<file path="src/design/ire_pkg.sv">
// Shared types, constants and key lookup for the IR remote edge decoder.
// No dependencies; used by every other design file.
package ire_pkg;

  localparam int unsigned INTERVAL_W = 20;
  localparam int unsigned UNIT_W     = 10;
  localparam int unsigned FLEN_W     = 7;
  localparam int unsigned WORD_W     = 64;
  localparam int unsigned QUOT_W     = 3;
  localparam int unsigned KEY_W      = 2;
  localparam int unsigned CFG_IDX_W  = 1;
  localparam int unsigned CFG_DATA_W = UNIT_W;

  localparam logic [UNIT_W-1:0] UNIT_TIME_RST = UNIT_W'(400);
  localparam logic [FLEN_W-1:0] FRAME_LEN_RST = FLEN_W'(83);

  localparam logic [QUOT_W-1:0] HEADER_UNITS = QUOT_W'(6);
  localparam logic [QUOT_W-1:0] IGNORE_UNITS = QUOT_W'(7);

  localparam logic [WORD_W-1:0] EVEN_BITS_MASK = 64'h5555_5555_5555_5555;
  localparam logic [23:0]       KEY_OK_CODE    = 24'h100404;
  localparam logic [23:0]       KEY_BACK_CODE  = 24'h100405;
  localparam logic [23:0]       KEY_SKIP_CODE  = 24'h100144;

  typedef enum logic [CFG_IDX_W-1:0] {
    REG_UNIT_TIME = 1'b0,
    REG_FRAME_LEN = 1'b1
  } cfg_reg_t;

  typedef enum logic [KEY_W-1:0] {
    KEY_NONE = 2'd0,
    KEY_OK   = 2'd1,
    KEY_BACK = 2'd2,
    KEY_SKIP = 2'd3
  } key_t;

  typedef struct packed {
    logic load;
    logic step;
    logic prep;
    logic shift;
    logic store;
    logic emit;
  } ire_cmd_t;

  typedef struct packed {
    logic div_done;
    logic ignored;
    logic shift_zero;
    logic hit;
    logic slot_free;
  } ire_sts_t;

  function automatic key_t ire_key(input logic [23:0] low);
    key_t k;
    k = KEY_NONE;
    if (low == KEY_OK_CODE) begin
      k = KEY_OK;
    end else if (low == KEY_BACK_CODE) begin
      k = KEY_BACK;
    end else if (low == KEY_SKIP_CODE) begin
      k = KEY_SKIP;
    end
    return k;
  endfunction

endpackage

</file>
<file path="src/design/ire_ifs.sv">
// Valid/ready channel interfaces: edge input, frame result and register write.
// Depends on ire_pkg for field widths.
interface ire_in_if;
  logic                             valid;
  logic                             ready;
  logic [ire_pkg::INTERVAL_W-1:0]   interval_us;
  modport source (output valid, output interval_us, input ready);
  modport sink   (input valid, input interval_us, output ready);
endinterface

interface ire_out_if;
  logic                             valid;
  logic                             ready;
  logic [ire_pkg::WORD_W-1:0]       frame_word;
  logic                             toggle_clear;
  logic [ire_pkg::KEY_W-1:0]        key_code;
  modport source (output valid, output frame_word, output toggle_clear, output key_code,
                  input ready);
  modport sink   (input valid, input frame_word, input toggle_clear, input key_code,
                  output ready);
endinterface

interface ire_cfg_if;
  logic                             valid;
  logic                             ready;
  logic [ire_pkg::CFG_IDX_W-1:0]    idx;
  logic [ire_pkg::CFG_DATA_W-1:0]   data;
  modport source (output valid, output idx, output data, input ready);
  modport sink   (input valid, input idx, input data, output ready);
endinterface

</file>
<file path="src/design/ire_ctrl.sv">
// Sequencing FSM: accept, iterative unit divide, per-unit shift, frame finish.
// Depends on ire_pkg command/status structs.
module ire_ctrl (
  input  logic              clk,
  input  logic              rst_n,
  input  logic              in_valid,
  output logic              in_ready,
  input  ire_pkg::ire_sts_t sts,
  output ire_pkg::ire_cmd_t cmd
);

  typedef enum logic [1:0] {
    ST_IDLE,
    ST_DIV,
    ST_SHIFT
  } state_t;

  state_t state_r;
  state_t state_nxt;

  always_comb begin
    cmd       = '0;
    state_nxt = state_r;
    in_ready  = 1'b0;
    unique case (state_r)
      ST_IDLE: begin
        in_ready = 1'b1;
        if (in_valid) begin
          cmd.load  = 1'b1;
          state_nxt = ST_DIV;
        end
      end
      ST_DIV: begin
        if (!sts.div_done) begin
          cmd.step = 1'b1;
        end else if (sts.ignored) begin
          state_nxt = ST_IDLE;
        end else begin
          cmd.prep  = 1'b1;
          state_nxt = ST_SHIFT;
        end
      end
      ST_SHIFT: begin
        if (!sts.shift_zero) begin
          cmd.shift = 1'b1;
        end else if (!sts.hit) begin
          cmd.store = 1'b1;
          state_nxt = ST_IDLE;
        end else if (sts.slot_free) begin
          cmd.emit  = 1'b1;
          state_nxt = ST_IDLE;
        end
      end
      default: state_nxt = ST_IDLE;
    endcase
  end

  always_ff @(posedge clk) begin
    if (!rst_n) begin
      state_r <= ST_IDLE;
    end else begin
      state_r <= state_nxt;
    end
  end

endmodule

</file>
<file path="src/design/ire_dp.sv">
// Datapath: config registers, divide remainder/quotient, level, sample shift
// register, unit counter and output register. Depends on ire_pkg, ire_ifs.
module ire_dp (
  input  logic                           clk,
  input  logic                           rst_n,
  input  logic [ire_pkg::INTERVAL_W-1:0] interval_us,
  input  ire_pkg::ire_cmd_t              cmd,
  output ire_pkg::ire_sts_t              sts,
  ire_cfg_if.sink                        cfg_ch,
  ire_out_if.source                      out_ch
);

  logic [ire_pkg::UNIT_W-1:0]     unit_time_r;
  logic [ire_pkg::FLEN_W-1:0]     frame_len_r;
  logic                           level_r;
  logic [ire_pkg::WORD_W-1:0]     shift_r;
  logic [ire_pkg::FLEN_W-1:0]     count_r;
  logic [ire_pkg::INTERVAL_W-1:0] rem_r;
  logic [ire_pkg::QUOT_W-1:0]     quot_r;
  logic [ire_pkg::QUOT_W-1:0]     shcnt_r;
  logic [ire_pkg::FLEN_W:0]       total_r;
  logic                           out_valid_r;
  logic [ire_pkg::WORD_W-1:0]     word_r;
  logic                           toggle_r;
  logic [ire_pkg::KEY_W-1:0]      key_r;

  logic [ire_pkg::UNIT_W-1:0]     unit_eff;
  logic                           rem_ge;
  logic                           header;
  logic [ire_pkg::FLEN_W:0]       total_nxt;
  logic [ire_pkg::WORD_W-1:0]     word_nxt;
  logic                           toggle_nxt;

  assign cfg_ch.ready = 1'b1;

  // zero unit time behaves as one
  assign unit_eff  = (unit_time_r == '0) ? ire_pkg::UNIT_W'(1) : unit_time_r;
  assign rem_ge    = rem_r >= ire_pkg::INTERVAL_W'(unit_eff);
  assign header    = quot_r == ire_pkg::HEADER_UNITS;
  assign total_nxt = (header ? '0 : ire_pkg::FLEN_W'(0) + {1'b0, count_r})
                     + (ire_pkg::FLEN_W+1)'(quot_r);
  assign word_nxt   = shift_r & ire_pkg::EVEN_BITS_MASK;
  assign toggle_nxt = word_nxt[31:24] == 8'h00;

  assign sts.ignored    = quot_r == ire_pkg::IGNORE_UNITS;
  assign sts.div_done   = !rem_ge || sts.ignored;
  assign sts.shift_zero = shcnt_r == '0;
  assign sts.hit        = total_r >= {1'b0, frame_len_r};
  assign sts.slot_free  = !out_valid_r || out_ch.ready;

  always_ff @(posedge clk) begin
    if (!rst_n) begin
      unit_time_r <= ire_pkg::UNIT_TIME_RST;
      frame_len_r <= ire_pkg::FRAME_LEN_RST;
      level_r     <= 1'b0;
      shift_r     <= '0;
      count_r     <= '0;
      out_valid_r <= 1'b0;
    end else begin
      if (cfg_ch.valid) begin
        unique case (ire_pkg::cfg_reg_t'(cfg_ch.idx))
          ire_pkg::REG_UNIT_TIME: unit_time_r <= cfg_ch.data;
          ire_pkg::REG_FRAME_LEN: frame_len_r <= cfg_ch.data[ire_pkg::FLEN_W-1:0];
          default: ;
        endcase
      end
      if (cmd.load) begin
        level_r <= ~level_r;
      end
      if (cmd.prep) begin
        if (header) begin
          level_r <= 1'b1;
        end
      end
      if (cmd.shift) begin
        shift_r <= {shift_r[ire_pkg::WORD_W-2:0], level_r};
      end
      if (cmd.store) begin
        count_r <= total_r[ire_pkg::FLEN_W-1:0];
      end
      if (cmd.emit) begin
        count_r     <= '0;
        out_valid_r <= 1'b1;
      end else if (out_ch.ready) begin
        out_valid_r <= 1'b0;
      end
    end
  end

  always_ff @(posedge clk) begin
    if (cmd.load) begin
      rem_r  <= interval_us;
      quot_r <= '0;
    end else if (cmd.step) begin
      rem_r  <= rem_r - ire_pkg::INTERVAL_W'(unit_eff);
      quot_r <= quot_r + ire_pkg::QUOT_W'(1);
    end
    if (cmd.prep) begin
      shcnt_r <= quot_r;
      total_r <= total_nxt;
    end else if (cmd.shift) begin
      shcnt_r <= shcnt_r - ire_pkg::QUOT_W'(1);
    end
    if (cmd.emit) begin
      word_r   <= word_nxt;
      toggle_r <= toggle_nxt;
      key_r    <= toggle_nxt ? ire_pkg::ire_key(word_nxt[23:0]) : ire_pkg::KEY_NONE;
    end
  end

  assign out_ch.valid        = out_valid_r;
  assign out_ch.frame_word   = word_r;
  assign out_ch.toggle_clear = toggle_r;
  assign out_ch.key_code     = key_r;

endmodule

</file>
<file path="src/design/ir_remote_edge_decoder.sv">
// Top level: IR edge decoder, FSM in ire_ctrl, datapath in ire_dp.
// Per edge: accept, divide by repeated subtraction, a decision, one shift per unit, then a
// finish, where a completed frame waits for a free output slot; one edge in flight.
// Divide is repeated subtraction of unit_time_us; an edge of seven units or more is ignored.
// The result word sits in an output register while the next edge is taken.
// Reset (rst_n low, synchronous): config to 400/83, level, shifter, counter cleared.
module ir_remote_edge_decoder (
  input  logic       clk,
  input  logic       rst_n,
  ire_in_if.sink     in_ch,
  ire_out_if.source  out_ch,
  ire_cfg_if.sink    cfg_ch
);

  ire_pkg::ire_cmd_t cmd;
  ire_pkg::ire_sts_t sts;

  ire_ctrl u_ctrl (
    .clk      (clk),
    .rst_n    (rst_n),
    .in_valid (in_ch.valid),
    .in_ready (in_ch.ready),
    .sts      (sts),
    .cmd      (cmd)
  );

  ire_dp u_dp (
    .clk         (clk),
    .rst_n       (rst_n),
    .interval_us (in_ch.interval_us),
    .cmd         (cmd),
    .sts         (sts),
    .cfg_ch      (cfg_ch),
    .out_ch      (out_ch)
  );

  a_busy_after_accept: assert property (@(posedge clk) disable iff (!rst_n)
    (in_ch.valid && in_ch.ready) |=> !in_ch.ready)
    else $error("input accepted twice in a row");

  a_emit_slot_free: assert property (@(posedge clk) disable iff (!rst_n)
    cmd.emit |-> (!out_ch.valid || out_ch.ready))
    else $error("result overwrote a pending word");

  a_key_needs_toggle: assert property (@(posedge clk) disable iff (!rst_n)
    (out_ch.valid && out_ch.key_code != ire_pkg::KEY_NONE) |-> out_ch.toggle_clear)
    else $error("key code without toggle flag");

  a_odd_bits_clear: assert property (@(posedge clk) disable iff (!rst_n)
    out_ch.valid |-> ((out_ch.frame_word & ~ire_pkg::EVEN_BITS_MASK) == '0))
    else $error("odd bits set in frame word");

endmodule

</file>
<file path="src/flat_wrapper.sv">
// flat-port wrapper written by rule: the top's interface ports become plain ports
module ir_remote_edge_decoder_flat 
  (clk, rst_n, in_ch_valid, in_ch_interval_us, in_ch_ready, out_ch_valid, out_ch_frame_word, out_ch_toggle_clear, out_ch_key_code, out_ch_ready, cfg_ch_valid, cfg_ch_idx, cfg_ch_data, cfg_ch_ready);
  ire_in_if in_ch_i ();
  ire_out_if out_ch_i ();
  ire_cfg_if cfg_ch_i ();
  input  logic clk;
  input  logic rst_n;
  input wire logic [$bits(in_ch_i.valid)-1:0] in_ch_valid;
  input wire logic [$bits(in_ch_i.interval_us)-1:0] in_ch_interval_us;
  output wire logic [$bits(in_ch_i.ready)-1:0] in_ch_ready;
  output wire logic [$bits(out_ch_i.valid)-1:0] out_ch_valid;
  output wire logic [$bits(out_ch_i.frame_word)-1:0] out_ch_frame_word;
  output wire logic [$bits(out_ch_i.toggle_clear)-1:0] out_ch_toggle_clear;
  output wire logic [$bits(out_ch_i.key_code)-1:0] out_ch_key_code;
  input wire logic [$bits(out_ch_i.ready)-1:0] out_ch_ready;
  input wire logic [$bits(cfg_ch_i.valid)-1:0] cfg_ch_valid;
  input wire logic [$bits(cfg_ch_i.idx)-1:0] cfg_ch_idx;
  input wire logic [$bits(cfg_ch_i.data)-1:0] cfg_ch_data;
  output wire logic [$bits(cfg_ch_i.ready)-1:0] cfg_ch_ready;
  assign in_ch_i.valid = in_ch_valid;
  assign in_ch_i.interval_us = in_ch_interval_us;
  assign in_ch_ready = in_ch_i.ready;
  assign out_ch_valid = out_ch_i.valid;
  assign out_ch_frame_word = out_ch_i.frame_word;
  assign out_ch_toggle_clear = out_ch_i.toggle_clear;
  assign out_ch_key_code = out_ch_i.key_code;
  assign out_ch_i.ready = out_ch_ready;
  assign cfg_ch_i.valid = cfg_ch_valid;
  assign cfg_ch_i.idx = cfg_ch_idx;
  assign cfg_ch_i.data = cfg_ch_data;
  assign cfg_ch_ready = cfg_ch_i.ready;
  ir_remote_edge_decoder u_core (.clk(clk), .rst_n(rst_n), .in_ch(in_ch_i), .out_ch(out_ch_i), .cfg_ch(cfg_ch_i));
endmodule
</file>
<file path="config.mk">
export PLATFORM = sky130hd
export DESIGN_NAME = ir_remote_edge_decoder_flat
export DESIGN_NICKNAME = d
export VERILOG_FILES = /design/src/design/ire_pkg.sv /design/src/design/ire_ifs.sv /design/src/design/ire_ctrl.sv /design/src/design/ire_dp.sv /design/src/design/ir_remote_edge_decoder.sv /design/src/flat_wrapper.sv
export SDC_FILE = /design/constraint.sdc
export NUM_CORES = 1
export LEC_CHECK = 0
export BUFFER_PORTS_ARGS = -buffer_cell sky130_fd_sc_hd__buf_2
export CAP_MARGIN = 25
export CORE_AREA = 5 5 151 153
export DETAILED_ROUTE_END_ITERATION = 8
export DIE_AREA = 0 0 156 158
export PLACE_DENSITY = 0.67
export REMOVE_ABC_BUFFERS = 1
export SLEW_MARGIN = 15
export SYNTH_ARGS = -nofsm -noshare
export SYNTH_HDL_FRONTEND = slang
export SYNTH_HIERARCHICAL = 1
export SYNTH_SLANG_ARGS = --single-unit
export TNS_END_PERCENT = 100
</file>
<file path="constraint.sdc">
create_clock -name clk -period 4.2 [get_ports clk]
set_clock_uncertainty 0.1 [all_clocks]
set_input_delay 0.42 -clock clk [delete_from_list [all_inputs] [get_ports clk]]
set_output_delay 0.42 -clock clk [all_outputs]
set_load 0.02 [all_outputs]
</file>
# ---- After elaboration in Yosys (flattened, before gate mapping)
# Cells that the tools add are included.
# W data, S select, Z words.
dict set report word_totals {
  output_inout_bits 70
  elab_cells 86
  regBits 160
  in_bits 36
}
dict set report classes {
  bitwise_logic 4
  eq_ne 11
  muxes 34
  n_reduce_logical 16
  n_lt_le_gt_ge 2
  n_addsub 4
}
# operator count
set ops {}
lappend ops {{$mux W20} 2}
lappend ops {{$eq A12 B11 Y1 const B} 3}
lappend ops {{$ge A20 B10 Y1} 1}
lappend ops {{$mux W2} 10}
lappend ops {{$sub A20 B10 Y20} 1}
lappend ops {{$mux W1} 16}
lappend ops {{$logic_not A10 Y1} 1}
lappend ops {{$mux W10} 1}
lappend ops {{$mux W3} 3}
lappend ops {{$add A7 B3 Y8} 1}
lappend ops {{$ge A8 B7 Y1} 1}
lappend ops {{$logic_not A8 Y1} 1}
lappend ops {{$mux W7} 1}
lappend ops {{$eq A3 B3 Y1 const B} 2}
lappend ops {{$ne A2 B2 Y1 const B} 3}
lappend ops {{$pmux W2 S3} 1}
lappend ops {{$reduce_bool A2 Y1} 3}
lappend ops {{$not A1 Y1} 4}
lappend ops {{$reduce_and A2 Y1} 2}
lappend ops {{$reduce_and A4 Y1} 1}
lappend ops {{$reduce_or A2 Y1} 2}
lappend ops {{$add A3 B1 Y3 const B} 1}
lappend ops {{$logic_not A3 Y1} 1}
lappend ops {{$ne A3 B2 Y1 const B} 1}
lappend ops {{6 further kinds} 8}

# ---- Depth between registers and ports, before layout
dict set report logic_depth {
  word_depth 9
  depth_mapped 14
  ltp_nobuf 13
}

# ---- Hierarchy
# Netlist, hierarchy kept.
# module n_inst seq_area_each_um2 area_each_um2 cells_each
set modules_own_cells {}
lappend modules_own_cells {ire_dp 1 3823.7 7185.6 655}
lappend modules_own_cells {ire_ctrl 1 40.0 148.9 18}

# ---- Worst setup path before layout
# Ideal clock, no wire load.
dict set report synth_timing {
  kind {flip-flop to flip-flop}
  startpoint {register u_core/u_dp/total_r[0] in the netlist's numbering}
  endpoint {register u_core/u_dp/count_r[0] in the netlist's numbering}
  setup_time_ps 122
  setup_slack_ps -195
  path_buffers 0
  required_ps 3978
  synth_period_minus_slack_ps 4395
  arrival_time_ps 4173
  stages_incl_launch_ff 14
  path_cell_list {edfxtp_1 -> inv_1 -> ha_1 -> nand2b_1 -> a21o_1 -> a21oi_1 -> o21ai_0 -> nand3_1 -> nand2_1 -> nand2_1 -> nor3_1 -> inv_1 -> nand2_1 -> nor2_1}
}
# element line_no
set synth_rtl {}
lappend synth_rtl {{start: declaration} ire_dp.sv:21} ;# logic [ire_pkg::FLEN_W:0] total_r;
lappend synth_rtl {{start signal: assignment} ire_dp.sv:100} ;# total_r <= total_nxt;
lappend synth_rtl {{end signal: assignment} ire_dp.sv:79} ;# count_r <= total_r[ire_pkg::FLEN_W-1:0];
lappend synth_rtl {{end: declaration} ire_dp.sv:17} ;# logic [ire_pkg::FLEN_W-1:0] count_r;

==> flow_metrics.env <==
export IMPL_first_global_vias=4542
export IMPL_worst_ep_arrival_ns=3.67
export IMPL_totalWireLength_um=13660
export IMPL_synth_xor_area_frac=0.02269
export IMPL_synthesized_area_fraction_occupied_by_and_or_nand_nor_cells=0.1443
export IMPL_synth_largest_area_cell="edfxtp_1"
export IMPL_sink_count_of_the_clock_tree=160
export IMPL_rsz0062_at_grt="false"
export IMPL_grt_max_degree=65
export IMPL_cts_bufs_inserted=17
export IMPL_multi_input_comb_area_sq_um=3112
export IMPL_hpwlAfterDp_um=9588
export IMPL_synth_area_mux_share=0.1053
export IMPL_synth_seq_area_share=0.5268
export IMPL_number_of_nets_at_the_end_of_the_flow=803
export IMPL_floorplan_initialDensity=0.3424
export IMPL_path_max_fanout=20
export IMPL_grt_use_total=0.1118
export IMPL_yosysUniqueCellTypes=59
export IMPL_critical_path_max_stage_delay_ns=0.54
export IMPL_path_cells="nor4_1 > a41o_1 > ha_1 > inv_1 > fa_1 > a21o_1 > a311o_2 > a21oi_2 > a31o_2 > nor3b_1 > or2_2"
export IMPL_final_layout_size_suffix_gt1_frac=0.1607
export IMPL_setup_violations_final=0
export IMPL_worst_r2r_cell_count=11
export IMPL_route_antenna_remaining_nets=0
export IMPL_placementRows=54
export IMPL_cts_root_buf="clkbuf_16"
export IMPL_port_buffers=72
export IMPL_design_portCount=106
export IMPL_final_min_clock_period_ns=3.672
export IMPL_post_route_worst_setup_slack_ns=0.5278
export IMPL_route_detailed_vias_per_inst=4.537
export IMPL_synth_compound_gate_area_share=0.08530
export IMPL_cts_tree="yes"
export IMPL_main_combinational_cell_family_by_area_after_synthesis="simple AND/OR/NAND/NOR gates"
export IMPL_drc_errors=0
export IMPL_yosysWarningCount=6
export IMPL_die_width_um=156
export IMPL_final_total_pwr_mw=3.863
export IMPL_critical_path_required_ns=4.20
export IMPL_synthTopCellsByArea="edfxtp_1 (27%), dfxtp_1 (26%), mux2i_1 (10%)"
export IMPL_tightest_slew_ns=1.027
export IMPL_detailroute_via_count=4691
export IMPL_min_delay_path_class="in -> reg"
export IMPL_min_delay_start="cfg_ch_data[7]"
export IMPL_syn_cell_area_sq_um=7335
export IMPL_timing_worst_setup_path_type="reg -> reg"
export IMPL_dieArea_sq_um=24650
export IMPL_ys_flop_type="dfxtp_1"
export IMPL_synthesis_instances=673
export IMPL_critical_path_slowest_cell="or2_2"
export IMPL_post_syn_area_per_cell_sq_um=10.90
export IMPL_final_common_cell="dfxtp_1"
export IMPL_drv_cap=0
export IMPL_detailedPlace_worstSlack_ns=0.5152
export IMPL_outcome="completed"
export IMPL_hold_viol=0
export IMPL_worst_r2r_startpoint="u_core/u_dp/unit_time_r[5]$_SDFFE_PN0P_"
export IMPL_global_route_wire_length_before_repair_um=22000
export IMPL_timing_reg2reg_setup_slack_ns=0.53
export IMPL_fill_cells=2074
export IMPL_area_growth_pct=15.30
export IMPL_post_cts_clock_slew_at_the_launch_and_capture_registers_of_the_worst_setup_and_hold_paths_ns=0.06
export IMPL_slew_violations=0
export IMPL_final_period_utilization=0.8743
export IMPL_timing_critical_path_from_type="register"
export IMPL_critPathCaptureType="register"
export IMPL_power_density_cell_area_nw_per_um2=456.8
export IMPL_drt_first_iter_violations=198
export IMPL_ff_latch_area_sq_um=3864
export IMPL_cp_startpoint="u_core/u_dp/unit_time_r[5]$_SDFFE_PN0P_"
export IMPL_cts_hold_buffers_added=0
export IMPL_ir_drop_v=0.0001966
export IMPL_final_cell_mix="dfxtp_1 (94), mux2i_1 (76), buf_2 (72), nor2b_1 (67), edfxtp_1 (66)"
export IMPL_core_area_sq_um=21420
export IMPL_h_tree_depth=4
export IMPL_count_of_cells_along_the_worst_hold_path=3
export IMPL_number_of_buffers_inserted_by_post_cts_setup_repair=0
export IMPL_cts_path_max_buffers=2
export IMPL_synthDominantCellAreaShare=0.2702
export IMPL_grt_overflow_total=0
export IMPL_vertical_die_dimension_um=158
export IMPL_synth_edf_count=66
export IMPL_routabilityCongestion=0.8334
export IMPL_postSynth_asyncResetShare=0
export IMPL_worst_skew_pair_late_latency_ns=0.42
export IMPL_post_cts_resized=0
export IMPL_fmax_mhz=272.3
export IMPL_grt_antenna_before_repair=0
export IMPL_drt_pre_antenna_iters=4
export IMPL_synth_adder_area_share=0.04811
export IMPL_timing_max_slew_rel_slack=0.3156
export IMPL_synth_seq_cells=160
export IMPL_average_wire_length_per_cell_after_detail_routing_um=13.21
export IMPL_power_leakage_nw=3.074
## Yosys cell counts, types with 9 or more instances
master    count
o21ai_0      20
xnor2_1      12
edfxtp_1     66
buf_4        33
o211ai_1      9
clkbuf_1     17
nor2_1       25
a21oi_1      15
dfxtp_1      94
nor2b_1      67
ha_1         25
nor3_1       10
mux2i_1      76
a21boi_0     14
nand2_1      64
inv_1        32
## metrics by stage
stage               setup TNS, ns    util  cells  cell area [sq um]  hold slack [ns]
finish                          0  0.3948   1034               8457           0.1421
global placement                0  0.3667   1001               7855           0.3214
floorplan                  -69.85       -    643               7087           0.3076
detailed placement              0  0.3667   1001               7855           0.3386
global route                    0  0.3947   1033               8454           0.1366
CTS                             0  0.3947   1033               8454           0.1190
## final timing paths
| kind | end |
|---|---|
| worst max-delay path | u_core/u_dp/rem_r[3]$_DFFE_PP_ |
| worst min-delay path | u_core/u_dp/unit_time_r[7]$_SDFFE_PN1P_ |
| worst max register to register | u_core/u_dp/rem_r[3]$_DFFE_PP_ |
| worst min register to register | u_core/u_dp/out_ch.frame_word[62]$_DFFE_PP_ |
## layout make-up
type / instances / area share
diodes: 1 / 0.0002959
well taps: 280 / 0.04143
flip-flops and latches: 160 / 0.4569
repair buffers: 78 / 0.04794
clock inverters: 10 / 0.01465
inverters: 33 / 0.01465
clock buffers: 22 / 0.05622
multi-input cells: 450 / 0.3680
## power breakdown
group	internal (mW)	leakage (nW)	switching, mW	total (mW)
combinational	0.226	1.39	0.327	0.553
clock	0.935	0.295	0.613	1.55
sequential	1.71	1.39	0.0562	1.76
total	2.87	3.07	0.996	3.86
## metal layers
metal,GRT usage,up-vias,wire (um)
met2,0.1895,80,6814
met5,0,-,0
met1,0.1337,2184,6015
met3,0.02898,25,520
met4,0.05044,0,309
li1,-,2402,-
## cells by family (layout without fill, tap and decap cells)
kind of cell,after synthesis,after routing
muxes,77,77
other,2,34
buffers and inverters,94,143
adders and majority gates,27,27
xor gates and xnor gates,19,19
and+or+nand+nor,202,202
DFF,160,160
AOI/OAI and AO/OA,92,92
## critical path, delay by kind of cell (launching register included)
kind,cells,cell delay (ns)
AO/OA/AOI/OAI,5,1.33
AND/OR/NAND/NOR,3,0.98
buffers and inverters,1,0.06
flip-flops,1,0.32
adder cells (fa/ha/maj),2,0.56
## sequential cells by signal, summed over array words and instances, names as in the netlist
register                         count
u_core/u_ctrl/state_r                2
u_core/u_dp/count_r                  7
u_core/u_dp/frame_len_r              7
u_core/u_dp/level_r                  1
u_core/u_dp/out_ch.frame_word       32
u_core/u_dp/out_ch.key_code          2
u_core/u_dp/out_ch.toggle_clear      1
u_core/u_dp/out_ch.valid             1
u_core/u_dp/quot_r                   3
u_core/u_dp/rem_r                   20
u_core/u_dp/shcnt_r                  3
u_core/u_dp/shift_r                 63
u_core/u_dp/total_r                  8
u_core/u_dp/unit_time_r             10
No activity file was read; power rests on OpenSTA's default activity.
